File: src/rtl/core/assert_macros.svh
// Assertion macros shared by the RTL of the line mover.
// Depends on nothing; empty bodies when SYNTHESIS is defined.
`ifndef ASSERT_MACROS_SVH
`define ASSERT_MACROS_SVH
`ifndef SYNTHESIS
`define ASSERT_IMPLIES(lbl, clk, rst, pre, post, msg) \
  lbl: assert property (@(posedge clk) disable iff (rst) (pre) |-> (post)) else $error(msg);
`define ASSERT_NEXT(lbl, clk, rst, pre, post, msg) \
  lbl: assert property (@(posedge clk) disable iff (rst) (pre) |=> (post)) else $error(msg);
`else
`define ASSERT_IMPLIES(lbl, clk, rst, pre, post, msg)
`define ASSERT_NEXT(lbl, clk, rst, pre, post, msg)
`endif
`endif

File: src/rtl/core/smlm_pkg.sv
// Types, codes and sizes shared by the stepper line mover.
// No dependencies.
package smlm_pkg;

  localparam int PosBits     = 16;
  localparam int InDataBits  = ((2 * PosBits + 7) / 8) * 8;
  localparam int OutDataBits = 8;
  localparam int CfgIdxBits  = 2;
  localparam int QDepth      = 2;
  localparam int QPtrBits    = $clog2(QDepth);
  localparam int QCntBits    = $clog2(QDepth + 1);
  localparam int DivCntBits  = $clog2(PosBits + 1);

  localparam logic [CfgIdxBits-1:0] CFG_MAX_X = CfgIdxBits'(0);
  localparam logic [CfgIdxBits-1:0] CFG_MAX_Y = CfgIdxBits'(1);

  typedef logic [PosBits-1:0] pos_t;

  typedef enum logic [1:0] {
    KIND_TICK   = 2'd0,
    KIND_MOVE   = 2'd1,
    KIND_LINE   = 2'd2,
    KIND_FINISH = 2'd3
  } kind_t;

  typedef enum logic [1:0] {
    ST_TICK = 2'd0,
    ST_ACK  = 2'd1,
    ST_NACK = 2'd2,
    ST_BUSY = 2'd3
  } status_t;

  typedef struct packed {
    kind_t kind;
    pos_t  tx;
    pos_t  ty;
  } cmd_t;

  typedef struct packed {
    logic ydir;
    logic xdir;
    logic yen;
    logic xen;
    logic xmaj;
  } flags_t;

  typedef struct packed {
    logic full;
    logic empty;
  } q_status_t;

  typedef struct packed {
    logic dividing;
    logic moving;
  } bk_status_t;

endpackage

File: src/rtl/core/two_axis_stepper_line_mover_unit.sv
// Top level of the two-axis stepper line mover: front end, queue, back end.
// Depends on smlm_pkg, smlm_front, smlm_queue, smlm_back and assert_macros.svh.
//
//  channel | dir | handshake          | payload
//  s_axis  | in  | s_tvalid/s_tready  | tdata: target_x, target_y; tuser: kind
//  m_axis  | out | m_tvalid/m_tready  | tdata: step/dir/pen/done; tuser: status
//  cfg     | in  | cfg_valid/cfg_ready| cfg_index, cfg_data (max_x, max_y)
//
// Ticks and commands needing no ratio give one result per cycle unless the output
// stalls or the restoring divider runs, as it does for a command moving both axes.
// Reset is synchronous; no clearing pass follows.
// A two-entry queue and the output register let input and output stall apart.
`include "assert_macros.svh"
module two_axis_stepper_line_mover_unit (
  input  logic                             clk,
  input  logic                             rst,
  input  logic                             s_tvalid,
  output logic                             s_tready,
  // s_tdata: target_x, target_y
  input  logic [smlm_pkg::InDataBits-1:0]  s_tdata,
  // s_tuser: kind
  input  logic [1:0]                       s_tuser,
  output logic                             m_tvalid,
  input  logic                             m_tready,
  // m_tdata: x_step, x_dir, y_step, y_dir, pen_is_up, move_done, two zero bits
  output logic [smlm_pkg::OutDataBits-1:0] m_tdata,
  // m_tuser: status
  output logic [1:0]                       m_tuser,
  input  logic                             cfg_valid,
  output logic                             cfg_ready,
  input  logic [smlm_pkg::CfgIdxBits-1:0]  cfg_index,
  input  logic [15:0]                      cfg_data
);

  smlm_pkg::q_status_t  q_stat;
  smlm_pkg::bk_status_t bk_stat;
  smlm_pkg::cmd_t       wr_entry;
  smlm_pkg::cmd_t       rd_entry;
  logic                 q_push;
  logic                 q_pop;

  smlm_front u_front (
    .s_tvalid (s_tvalid),
    .s_tready (s_tready),
    .s_tdata  (s_tdata),
    .s_tuser  (s_tuser),
    .q_stat   (q_stat),
    .q_push   (q_push),
    .q_entry  (wr_entry)
  );

  smlm_queue u_queue (
    .clk      (clk),
    .rst      (rst),
    .push     (q_push),
    .wr_entry (wr_entry),
    .pop      (q_pop),
    .rd_entry (rd_entry),
    .stat     (q_stat)
  );

  smlm_back u_back (
    .clk       (clk),
    .rst       (rst),
    .cfg_valid (cfg_valid),
    .cfg_ready (cfg_ready),
    .cfg_index (cfg_index),
    .cfg_data  (cfg_data),
    .q_stat    (q_stat),
    .q_entry   (rd_entry),
    .q_pop     (q_pop),
    .bk_stat   (bk_stat),
    .m_tvalid  (m_tvalid),
    .m_tready  (m_tready),
    .m_tdata   (m_tdata),
    .m_tuser   (m_tuser)
  );

  `ASSERT_IMPLIES(a_cmd_no_step, clk, rst, m_tvalid && (m_tuser != smlm_pkg::ST_TICK), (m_tdata[0] == 1'b0) && (m_tdata[2] == 1'b0) && (m_tdata[5] == 1'b0), "command result carries a step or done")
  `ASSERT_IMPLIES(a_no_pop_div, clk, rst, bk_stat.dividing, !q_pop, "queue popped while dividing")
  `ASSERT_IMPLIES(a_full_stall, clk, rst, q_stat.full, !s_tready && !q_push, "push into a full queue")
  `ASSERT_NEXT(a_div_moving, clk, rst, bk_stat.dividing, bk_stat.moving, "ratio pending without a move")

endmodule

File: src/rtl/core/smlm_front.sv
// Front end: takes input beats, decodes the kind and resolves the target.
// Depends on smlm_pkg.
module smlm_front (
  input  logic                            s_tvalid,
  output logic                            s_tready,
  input  logic [smlm_pkg::InDataBits-1:0] s_tdata,
  input  logic [1:0]                      s_tuser,
  input  smlm_pkg::q_status_t             q_stat,
  output logic                            q_push,
  output smlm_pkg::cmd_t                  q_entry
);

  smlm_pkg::kind_t kind;

  assign kind     = smlm_pkg::kind_t'(s_tuser);
  assign s_tready = !q_stat.full;
  assign q_push   = s_tvalid && !q_stat.full;

  always_comb begin
    q_entry.kind = kind;
    q_entry.tx   = s_tdata[smlm_pkg::PosBits-1:0];
    q_entry.ty   = s_tdata[2*smlm_pkg::PosBits-1:smlm_pkg::PosBits];
    if (kind == smlm_pkg::KIND_FINISH) begin
      q_entry.tx = '0;
      q_entry.ty = '0;
    end
  end

endmodule

File: src/rtl/core/smlm_queue.sv
// Short command queue between front and back end.
// Depends on smlm_pkg.
module smlm_queue (
  input  logic                clk,
  input  logic                rst,
  input  logic                push,
  input  smlm_pkg::cmd_t      wr_entry,
  input  logic                pop,
  output smlm_pkg::cmd_t      rd_entry,
  output smlm_pkg::q_status_t stat
);

  smlm_pkg::cmd_t                mem [smlm_pkg::QDepth];
  logic [smlm_pkg::QPtrBits-1:0] wr_ptr;
  logic [smlm_pkg::QPtrBits-1:0] rd_ptr;
  logic [smlm_pkg::QCntBits-1:0] count;

  localparam logic [smlm_pkg::QPtrBits-1:0] LastPtr = smlm_pkg::QPtrBits'(smlm_pkg::QDepth - 1);

  assign rd_entry   = mem[rd_ptr];
  assign stat.full  = (count == smlm_pkg::QCntBits'(smlm_pkg::QDepth));
  assign stat.empty = (count == '0);

  always_ff @(posedge clk) begin
    if (push) begin
      mem[wr_ptr] <= wr_entry;
    end
  end

  always_ff @(posedge clk) begin
    if (rst) begin
      wr_ptr <= '0;
      rd_ptr <= '0;
      count  <= '0;
    end else begin
      if (push) begin
        wr_ptr <= (wr_ptr == LastPtr) ? '0 : wr_ptr + 1'b1;
      end
      if (pop) begin
        rd_ptr <= (rd_ptr == LastPtr) ? '0 : rd_ptr + 1'b1;
      end
      if (push && !pop) begin
        count <= count + 1'b1;
      end else if (pop && !push) begin
        count <= count - 1'b1;
      end
    end
  end

endmodule

File: src/rtl/core/smlm_div.sv
// Restoring divider, one quotient bit per cycle, for the minor axis ratio.
// Depends on smlm_pkg.
module smlm_div (
  input  logic           clk,
  input  logic           rst,
  input  logic           start,
  input  smlm_pkg::pos_t dividend,
  input  smlm_pkg::pos_t divisor,
  output logic           done,
  output smlm_pkg::pos_t quotient
);

  smlm_pkg::pos_t                  rem;
  smlm_pkg::pos_t                  quo;
  smlm_pkg::pos_t                  dsr;
  logic [smlm_pkg::DivCntBits-1:0] cnt;
  logic                            running;
  logic [smlm_pkg::PosBits:0]      partial;
  logic [smlm_pkg::PosBits:0]      diff;
  logic                            ge;

  assign partial  = {rem, quo[smlm_pkg::PosBits-1]};
  assign diff     = partial - {1'b0, dsr};
  assign ge       = (partial >= {1'b0, dsr});
  assign done     = !running;
  assign quotient = quo;

  always_ff @(posedge clk) begin
    if (start) begin
      rem <= '0;
      quo <= dividend;
      dsr <= divisor;
    end else if (running) begin
      quo <= {quo[smlm_pkg::PosBits-2:0], ge};
      rem <= ge ? diff[smlm_pkg::PosBits-1:0] : partial[smlm_pkg::PosBits-1:0];
    end
  end

  always_ff @(posedge clk) begin
    if (rst) begin
      running <= 1'b0;
      cnt     <= '0;
    end else if (start) begin
      running <= 1'b1;
      cnt     <= smlm_pkg::DivCntBits'(smlm_pkg::PosBits);
    end else if (running) begin
      cnt <= cnt - 1'b1;
      if (cnt == smlm_pkg::DivCntBits'(1)) begin
        running <= 1'b0;
      end
    end
  end

endmodule

File: src/rtl/core/smlm_back.sv
// Back end: position state, move loading, step generation and result register.
// Depends on smlm_pkg and smlm_div.
module smlm_back (
  input  logic                             clk,
  input  logic                             rst,
  input  logic                             cfg_valid,
  output logic                             cfg_ready,
  input  logic [smlm_pkg::CfgIdxBits-1:0]  cfg_index,
  input  logic [15:0]                      cfg_data,
  input  smlm_pkg::q_status_t              q_stat,
  input  smlm_pkg::cmd_t                   q_entry,
  output logic                             q_pop,
  output smlm_pkg::bk_status_t             bk_stat,
  output logic                             m_tvalid,
  input  logic                             m_tready,
  output logic [smlm_pkg::OutDataBits-1:0] m_tdata,
  output logic [1:0]                       m_tuser
);

  typedef enum logic {
    S_IDLE,
    S_DIV
  } state_t;

  state_t           state;
  smlm_pkg::pos_t   max_x;
  smlm_pkg::pos_t   max_y;
  smlm_pkg::pos_t   position_x;
  smlm_pkg::pos_t   position_y;
  smlm_pkg::pos_t   goal_x;
  smlm_pkg::pos_t   goal_y;
  smlm_pkg::pos_t   steps_left;
  smlm_pkg::pos_t   minor_ratio;
  smlm_pkg::pos_t   ratio_count;
  smlm_pkg::flags_t flags;
  logic             pen_up;
  logic             busy;

  smlm_pkg::status_t out_status;
  logic              out_xs;
  logic              out_ys;
  logic              out_done;
  smlm_pkg::flags_t  out_fl;
  logic              out_pen;

  logic             slot_free;
  logic             take;
  logic             is_tick;
  smlm_pkg::pos_t   rc_inc;
  logic             hit;
  logic             major_en;
  logic             minor_en;
  logic             tick_xs;
  logic             tick_ys;
  smlm_pkg::pos_t   sl_dec;
  logic             last;
  logic             pen_new;
  logic             in_range;
  smlm_pkg::flags_t n_fl;
  smlm_pkg::pos_t   dx;
  smlm_pkg::pos_t   dy;
  smlm_pkg::pos_t   major;
  smlm_pkg::pos_t   minor;
  logic             need_div;
  logic             div_start;
  logic             div_done;
  smlm_pkg::pos_t   div_quo;

  logic              emit;
  smlm_pkg::status_t e_status;
  logic              e_xs;
  logic              e_ys;
  logic              e_done;
  smlm_pkg::flags_t  e_fl;
  logic              e_pen;

  assign cfg_ready        = 1'b1;
  assign slot_free        = !m_tvalid || m_tready;
  assign take             = (state == S_IDLE) && !q_stat.empty && slot_free;
  assign q_pop            = take;
  assign is_tick          = (q_entry.kind == smlm_pkg::KIND_TICK);
  assign bk_stat.dividing = (state == S_DIV);
  assign bk_stat.moving   = busy;

  assign rc_inc   = ratio_count + 1'b1;
  assign hit      = (rc_inc == minor_ratio);
  assign major_en = flags.xmaj ? flags.xen : flags.yen;
  assign minor_en = hit && (flags.xmaj ? flags.yen : flags.xen);
  assign tick_xs  = flags.xmaj ? major_en : minor_en;
  assign tick_ys  = flags.xmaj ? minor_en : major_en;
  assign sl_dec   = steps_left - 1'b1;
  assign last     = (sl_dec == '0);

  assign pen_new  = (q_entry.kind != smlm_pkg::KIND_LINE);
  assign in_range = (q_entry.tx <= max_x) && (q_entry.ty <= max_y);

  always_comb begin
    n_fl.xen  = (q_entry.tx != position_x);
    n_fl.yen  = (q_entry.ty != position_y);
    n_fl.xdir = (q_entry.tx > position_x);
    n_fl.ydir = (q_entry.ty > position_y);
    dx = n_fl.xdir ? q_entry.tx - position_x : position_x - q_entry.tx;
    dy = n_fl.ydir ? q_entry.ty - position_y : position_y - q_entry.ty;
    n_fl.xmaj = (dx > dy);
    major = n_fl.xmaj ? dx : dy;
    minor = n_fl.xmaj ? dy : dx;
    need_div = (minor != '0);
  end

  assign div_start = take && !is_tick && !busy && in_range && need_div;

  smlm_div u_div (
    .clk      (clk),
    .rst      (rst),
    .start    (div_start),
    .dividend (major),
    .divisor  (minor),
    .done     (div_done),
    .quotient (div_quo)
  );

  always_comb begin
    emit     = 1'b0;
    e_status = smlm_pkg::ST_TICK;
    e_xs     = 1'b0;
    e_ys     = 1'b0;
    e_done   = 1'b0;
    e_fl     = flags;
    e_pen    = pen_up;
    if (take) begin
      emit = 1'b1;
      if (is_tick) begin
        if (busy) begin
          e_xs   = tick_xs;
          e_ys   = tick_ys;
          e_done = last;
        end
      end else if (busy) begin
        e_status = smlm_pkg::ST_BUSY;
      end else begin
        e_pen = pen_new;
        if (!in_range) begin
          e_status = smlm_pkg::ST_NACK;
        end else if (need_div) begin
          emit = 1'b0;
        end else begin
          e_status = smlm_pkg::ST_ACK;
          e_fl     = n_fl;
        end
      end
    end else if ((state == S_DIV) && div_done && slot_free) begin
      emit     = 1'b1;
      e_status = smlm_pkg::ST_ACK;
    end
  end

  always_ff @(posedge clk) begin
    if (rst) begin
      state       <= S_IDLE;
      max_x       <= '0;
      max_y       <= '0;
      position_x  <= '0;
      position_y  <= '0;
      goal_x      <= '0;
      goal_y      <= '0;
      steps_left  <= '0;
      minor_ratio <= '0;
      ratio_count <= '0;
      flags       <= '0;
      pen_up      <= 1'b1;
      busy        <= 1'b0;
      m_tvalid    <= 1'b0;
    end else begin
      if (cfg_valid) begin
        if (cfg_index == smlm_pkg::CFG_MAX_X) begin
          max_x <= cfg_data[smlm_pkg::PosBits-1:0];
        end else if (cfg_index == smlm_pkg::CFG_MAX_Y) begin
          max_y <= cfg_data[smlm_pkg::PosBits-1:0];
        end
      end

      if (emit) begin
        m_tvalid   <= 1'b1;
        out_status <= e_status;
        out_xs     <= e_xs;
        out_ys     <= e_ys;
        out_done   <= e_done;
        out_fl     <= e_fl;
        out_pen    <= e_pen;
      end else if (m_tready) begin
        m_tvalid <= 1'b0;
      end

      unique case (state)
        S_IDLE: begin
          if (take) begin
            if (is_tick) begin
              if (busy) begin
                ratio_count <= hit ? '0 : rc_inc;
                steps_left  <= sl_dec;
                if (last) begin
                  position_x <= goal_x;
                  position_y <= goal_y;
                  busy       <= 1'b0;
                end
              end
            end else if (!busy) begin
              pen_up <= pen_new;
              if (in_range) begin
                flags       <= n_fl;
                ratio_count <= '0;
                minor_ratio <= '0;
                goal_x      <= q_entry.tx;
                goal_y      <= q_entry.ty;
                steps_left  <= major;
                if (major == '0) begin
                  position_x <= q_entry.tx;
                  position_y <= q_entry.ty;
                end else begin
                  busy <= 1'b1;
                end
                if (need_div) begin
                  state <= S_DIV;
                end
              end
            end
          end
        end
        S_DIV: begin
          if (div_done && slot_free) begin
            minor_ratio <= div_quo;
            state       <= S_IDLE;
          end
        end
        default: state <= S_IDLE;
      endcase
    end
  end

  assign m_tuser = out_status;
  assign m_tdata = {2'b00, out_done, out_pen, out_fl.ydir, out_ys, out_fl.xdir, out_xs};

endmodule

File: config.mk
export PLATFORM = sky130hd
export DESIGN_NAME = two_axis_stepper_line_mover_unit
export DESIGN_NICKNAME = d
export VERILOG_FILES = /design/src/rtl/core/smlm_pkg.sv /design/src/rtl/core/two_axis_stepper_line_mover_unit.sv /design/src/rtl/core/smlm_front.sv /design/src/rtl/core/smlm_queue.sv /design/src/rtl/core/smlm_div.sv /design/src/rtl/core/smlm_back.sv
export VERILOG_INCLUDE_DIRS = /design/src /design/src/rtl/core
export SDC_FILE = /design/constraint.sdc
export NUM_CORES = 1
export LEC_CHECK = 0
export BUFFER_PORTS_ARGS = -buffer_cell sky130_fd_sc_hd__buf_2
export CAP_MARGIN = 10
export CORE_MARGIN = 2
export CORE_UTILIZATION = 40
export DETAILED_ROUTE_END_ITERATION = 6
export SLEW_MARGIN = 20
export SYNTH_ARGS = -nofsm -noshare
export SYNTH_HDL_FRONTEND = slang
export SYNTH_SLANG_ARGS = --single-unit
File: constraint.sdc
create_clock -name clk -period 6.9 [get_ports clk]
set_input_delay 0.69 -clock clk [delete_from_list [all_inputs] [get_ports clk]]
set_output_delay 0.69 -clock clk [all_outputs]
set_load 0.02 [all_outputs]
# Word-level counts from Yosys, hierarchy flattened

Memory sizes are Yosys's and may differ from the RTL's. A register that Yosys moved wholly into a read port is not among the register bits.
Cells that the tools add are included.

Add/sub/neg operators: 12
Magnitude comparators: 6
Equality and inequality tests: 16
Mux-type cells: 85
Bitwise logic cells: 5
Reductions and logical operators: 44

Operator list:

| kind                                                                  | count |
|---|---|
| 16-bit two-way mux                                                    | 31 |
| 16-bit subtractor                                                     | 5 |
| 16-bit > comparator                                                   | 3 |
| 1-bit two-way mux                                                     | 38 |
| 5-bit two-way mux                                                     | 7 |
| 16-bit <= comparator                                                  | 2 |
| 16-bit logical NOT                                                    | 2 |
| 32-bit two-way mux                                                    | 1 |
| 16-bit != test                                                        | 2 |
| 16-bit case mux with 2 select lines                                   | 1 |
| 17-bit by 16-bit >= comparator with 1-bit output                      | 1 |
| 16-bit by 1-bit adder with 16-bit output (second input constant)      | 1 |
| 16-bit equality test                                                  | 1 |
| 16-bit nonzero test                                                   | 1 |
| 16-bit by 1-bit subtractor with 16-bit output (second input constant) | 1 |
| 5-bit AND reduction                                                   | 3 |
| 1-bit logical AND                                                     | 14 |
| 2-bit two-way mux                                                     | 6 |
| 2-bit != test (second input constant)                                 | 6 |
| 2-bit nonzero test                                                    | 5 |
| 1-bit logical NOT                                                     | 8 |
| 7-bit AND reduction                                                   | 1 |
| 2-bit logical NOT                                                     | 3 |
| 2-bit by 1-bit != test with 1-bit output (second input constant)      | 3 |
| 13 further kinds                                                      | 22 |

Register bits: 219
Bits in writable memories: 68
Input port bits: 57
Output and inout bits: 13
Logic and storage cells: 203
Memories kept: 1

Memory list:

| name        | depth | bits a word | rd ports | clocked after Yosys merged registers in | wr ports | RTL line         | source |
|---|---|---|---|---|---|---|---|
| u_queue.mem | 2     | 34          | 1        | 1                                       | 1        | smlm_queue.sv:13 | `smlm_pkg::cmd_t mem [smlm_pkg::QDepth];` |

# Longest topological paths before layout

Depth in word-level cells: 11
Mapped depth: 29
Depth with buffers taken out: 26

# By module

A second synthesis with hierarchy kept.

Cell total of the unflattened synthesis: 2128
Area total of the unflattened synthesis: 18729.2 µm²

Modules (own cells, without submodules):

| module     | times used | cells an instance | area an instance (µm²) | seq. area each (µm²) |
|---|---|---|---|---|
| smlm_back  | 1          | 1655              | 12623.4                | 3303.2 |
| smlm_div   | 1          | 303               | 3124.2                 | 1401.3 |
| smlm_queue | 1          | 128               | 2660.1                 | 2142.1 |
| smlm_front | 1          | 42                | 321.6                  | 0.0 |

# Worst setup path before layout

No wires, ideal clock.

Kind: register -> register
From: reg (tool-made name)
To: reg u_back.u_div.quo[0], in the netlist u_back.u_div.quotient[0] (enable)
Setup time: 0.373 ns
Arrival time: 6.963 ns
Data required time: 6.527 ns
Setup slack: -0.436 ns
Stages on the path, launching flop included: 28
Path buffers: 4
Clock period less this slack: 7.336 ns
Cell sequence: dfxtp_1 -> clkbuf_1 -> buf_1 -> mux2i_1 -> inv_1 -> fa_1 -> and3_1 -> o21ai_0 -> a21oi_1 -> o21ai_1 -> buf_4 -> mux2i_1 -> nor2_1 -> a2111oi_0 -> nand2_1 -> ha_1 -> nand2_1 -> nor3_1 -> o31ai_1 -> o211ai_1 -> o21ai_0 -> a21o_1 -> nor2_1 -> or3_1 -> o32ai_4 -> nor2_4 -> buf_2 -> or2_1

RTL lines:

| item                   | RTL line       | source |
|---|---|---|
| end signal: assignment | smlm_div.sv:31 | `quo <= dividend;` |
| end signal: assignment | smlm_div.sv:34 | `quo <= {quo[smlm_pkg::PosBits-2:0], ge};` |
| end: declaration       | smlm_div.sv:14 | `smlm_pkg::pos_t quo;` |

==> flow_summary.toml <==
[run_status]
outcome = "finished, final reports clean"

[floorplan]
dieArea_mm2 = 0.0466
num_io_pins = 70
start_util = 0.406
die_h_um = 216
rows = 77
core-area_mm2 = 0.0442
die_w_um = 216

[finish]
multi_input_area_mm2 = 0.0101
fillers = 4267
fin_cells = 2784
regArea_mm2 = 0.00685
drive_gt1_frac = 0.143
nets = 2362
regMostFlops = "u_queue.mem"
num_antenna_cells = 0
largest_reg_flops = 68
syn_to_final_growth_pct = 16.5
final_area_mm2 = 0.0209

[setup_path]
critPathArrivalTime_ns = 6.87
startpoint_type = "register"
crit_slowest_cell = "ha_1"
timing_worst_setup_path_type = "reg -> reg"
slowest_delay_ns = 0.43
cp_top_family = "compound AO/OA/AOI/OAI gates"
crit_path_max_fanout = 15
path_buf_inv = 7
critPathCaptureType = "register"
required_ns = 7.20

[yosys]
yosys.area.top_type = "dfxtp_1"
synth-seq-cells = 288
synthTopCellsByArea = "dfxtp_1 20%, edfxtp_1 18%, ha_1 9.4%, mux2i_1 6.1%, a21oi_1 4.5%"
synth_cell_types = 84
synth_top_cell_area_share = 0.201
synth-main-ff-cell = "dfxtp_1"
synth_edf_count = 108
post_synth.cell_area_avg_um2 = 8.78
yosysSeqAreaShare = 0.381
yosys_warnings = 0
syn_area_mm2 = 0.0180
netlist_instances = 2046
synthArstFlopShare = 0

[job]
drv_cap = 0

[global_routing]
grt_use_total = 0.208
grt_max_degree = 75
grt_antenna_before_repair = 0
grt_pass1_wl_um = 77500
grt-ovfl-total = 0
grt_pass1_vias = 14300

[sta]
fin_crit_sh = 0.953
fmaxAchievable_ghz = 0.152
holdWs_ns = 0.351
hold_violations = 0
slew_viol_final = 0
slew-limit-headroom = 0.368
worst_pin_slew_ns = 0.947
setup_violations = 0
setup_tns_ns = 0
clock_skew_ns = 0.0270
period_minus_slack_ns = 6.57

[min_path]
hp-class = "in -> reg"

[route]
vias = 14800
drc = 0
wire_per_inst_um = 17.5
drtIter0Drc = 1013
firstDrtPassIters = 5
drt-total-wl_um = 48800
vias_per_cell = 5.33
drtAntennaViolNets = 0

[placement]
globalplace.congestion = 0.960
place_inst = 2711
dpl_cell_area_mm2 = 0.0195
portBuffers = 66
hpwlAfterDp_um = 36900

[cts]
clock-sinks = 288
clk_latency_ns = 0.55
htree_levels = 2
cts_buffer_depth = 3
clk_pin_slew_ns = 0.06
cts_buffers = 36
cts_tree = "done"
cts_root_buf = "clkbuf_16"
cts.hold.buffers_added = 0

[power_and_ir_drop]
combPwrFrac = 0.606
vdd_drop_max_uv = 430
p_leak_nw = 8.36
fin_total_pwr_mw = 11.2
swShare = 0.443
p_sw_mw = 4.97
power_frac_clock = 0.180
p_per_area_mw_per_mm2 = 537
power.internal_mw = 6.26
seqPwrFrac = 0.214
-- worst register-to-register path, delay by kind of cell, from the launching register on --
| kind | cells | cell delay (ns) |
|---|---|---|
| DFF | 1 | 0.42 |
| AOI/OAI and AO/OA | 8 | 1.51 |
| and+or+nand+nor | 6 | 1.04 |
| buffers and inverters | 7 | 1.28 |
| adders and majority gates | 2 | 0.68 |
| muxes | 4 | 1.39 |
-- synthesized netlist by cell type, types with 11 or more instances --
| library cell | n |
|---|---|
| xnor2_1 | 39 |
| a21oi_1 | 163 |
| inv_1 | 158 |
| mux2i_1 | 110 |
| nor2b_1 | 15 |
| ha_1 | 135 |
| nand2_1 | 207 |
| mux2_2 | 16 |
| nor3_1 | 28 |
| and4_1 | 11 |
| xor2_1 | 37 |
| nand3_1 | 47 |
| buf_2 | 15 |
| a211oi_1 | 50 |
| nor2_1 | 180 |
| clkbuf_1 | 72 |
| o21ai_0 | 121 |
| o211ai_1 | 12 |
| a31oi_1 | 11 |
| nand4_1 | 30 |
| o21a_1 | 15 |
| and2_1 | 40 |
| dfxtp_1 | 180 |
| edfxtp_1 | 108 |
| or3_1 | 13 |
| nand2b_1 | 13 |
| and3_1 | 18 |
| a22oi_1 | 13 |
| buf_4 | 11 |
| a21o_1 | 33 |
-- through the flow --
stage               utilization  setup WS (ns)
global route              0.473        -0.0109
floorplan                     -         0.0143
CTS                       0.470      -0.000360
detailed placement        0.441         -0.100
global placement          0.441          0.125
finish                    0.473          0.327
-- power groups by stage --
stage | registers [mW] | logic, mW | clock network (mW)
finish | 2.41 | 6.80 | 2.02
global route | 2.44 | 7.47 | 2.14
CTS | 2.40 | 6.72 | 2.06
detailed placement | 2.44 | 6.68 | 0
global placement | 2.43 | 6.65 | 0
floorplan | 2.38 | 4.33 | 0
-- cell type report --
| cell class | instances | area share |
|---|---|---|
| clock inverters | 23 | 0.0163 |
| flip-flops and latches | 288 | 0.327 |
| inverters | 160 | 0.0287 |
| multi-input cells | 1491 | 0.484 |
| well taps | 592 | 0.0354 |
| clock buffers | 42 | 0.0441 |
| repair buffers | 188 | 0.0640 |
-- per-layer routing --
layer | track usage | part of all wire | wire length [um] | up-vias
met5 | 0 | 0 | 0 | -
met4 | 0.0816 | 0.037 | 1810 | 0
met3 | 0.0361 | 0.048 | 2320 | 101
met2 | 0.350 | 0.47 | 23100 | 356
met1 | 0.264 | 0.44 | 21600 | 6936
li1 | - | - | - | 7452
-- cell families after synthesis --
family / share of synthesized area
simple gates: 0.167
compound gates: 0.175
flops: 0.381
buf+inv: 0.0604
fa+ha+maj: 0.0996
mux: 0.0789
xor+xnor: 0.0371
other cells: 0.000418
-- final timing paths --
check / start / slack, ns / cells past startpoint / endpoint
min: s_tuser[1] / 0.35 / 1 / u_queue.mem[0][33]
max reg2reg: register / 0.33 / 27 / u_back.u_div.quotient[11]
min reg2reg: u_back.max_x[4] / 0.46 / 2 / u_back.max_x[4]
max: register / 0.33 / 27 / u_back.u_div.quotient[11]
-- cell usage in the layout, fill, tap and decap left out, types with 15 or more instances in the layout --
cell / count
dfxtp_1: 179
o21ai_0: 119
nand3_1: 47
nand4_1: 30
a21oi_1: 163
nand2_1: 207
edfxtp_1: 108
buf_4: 115
a211oi_1: 50
xor2_1: 36
and2_1: 40
nor2b_1: 15
a21o_1: 33
mux2i_1: 107
nor2_1: 179
nor3_1: 26
clkbuf_16: 36
ha_1: 133
mux2_2: 16
xnor2_1: 37
o21a_1: 15
and3_1: 17
inv_1: 158
buf_2: 65
-- repair_timing --
action	in CTS	in global routing
buffers inserted	0	6
pin swaps	1	4
endpoints found under the setup margin	39	119
cloned	1	0
gates resized for setup	4	13
hold endpoints to repair	0	0
No activity file was read; power rests on OpenSTA's default activity.
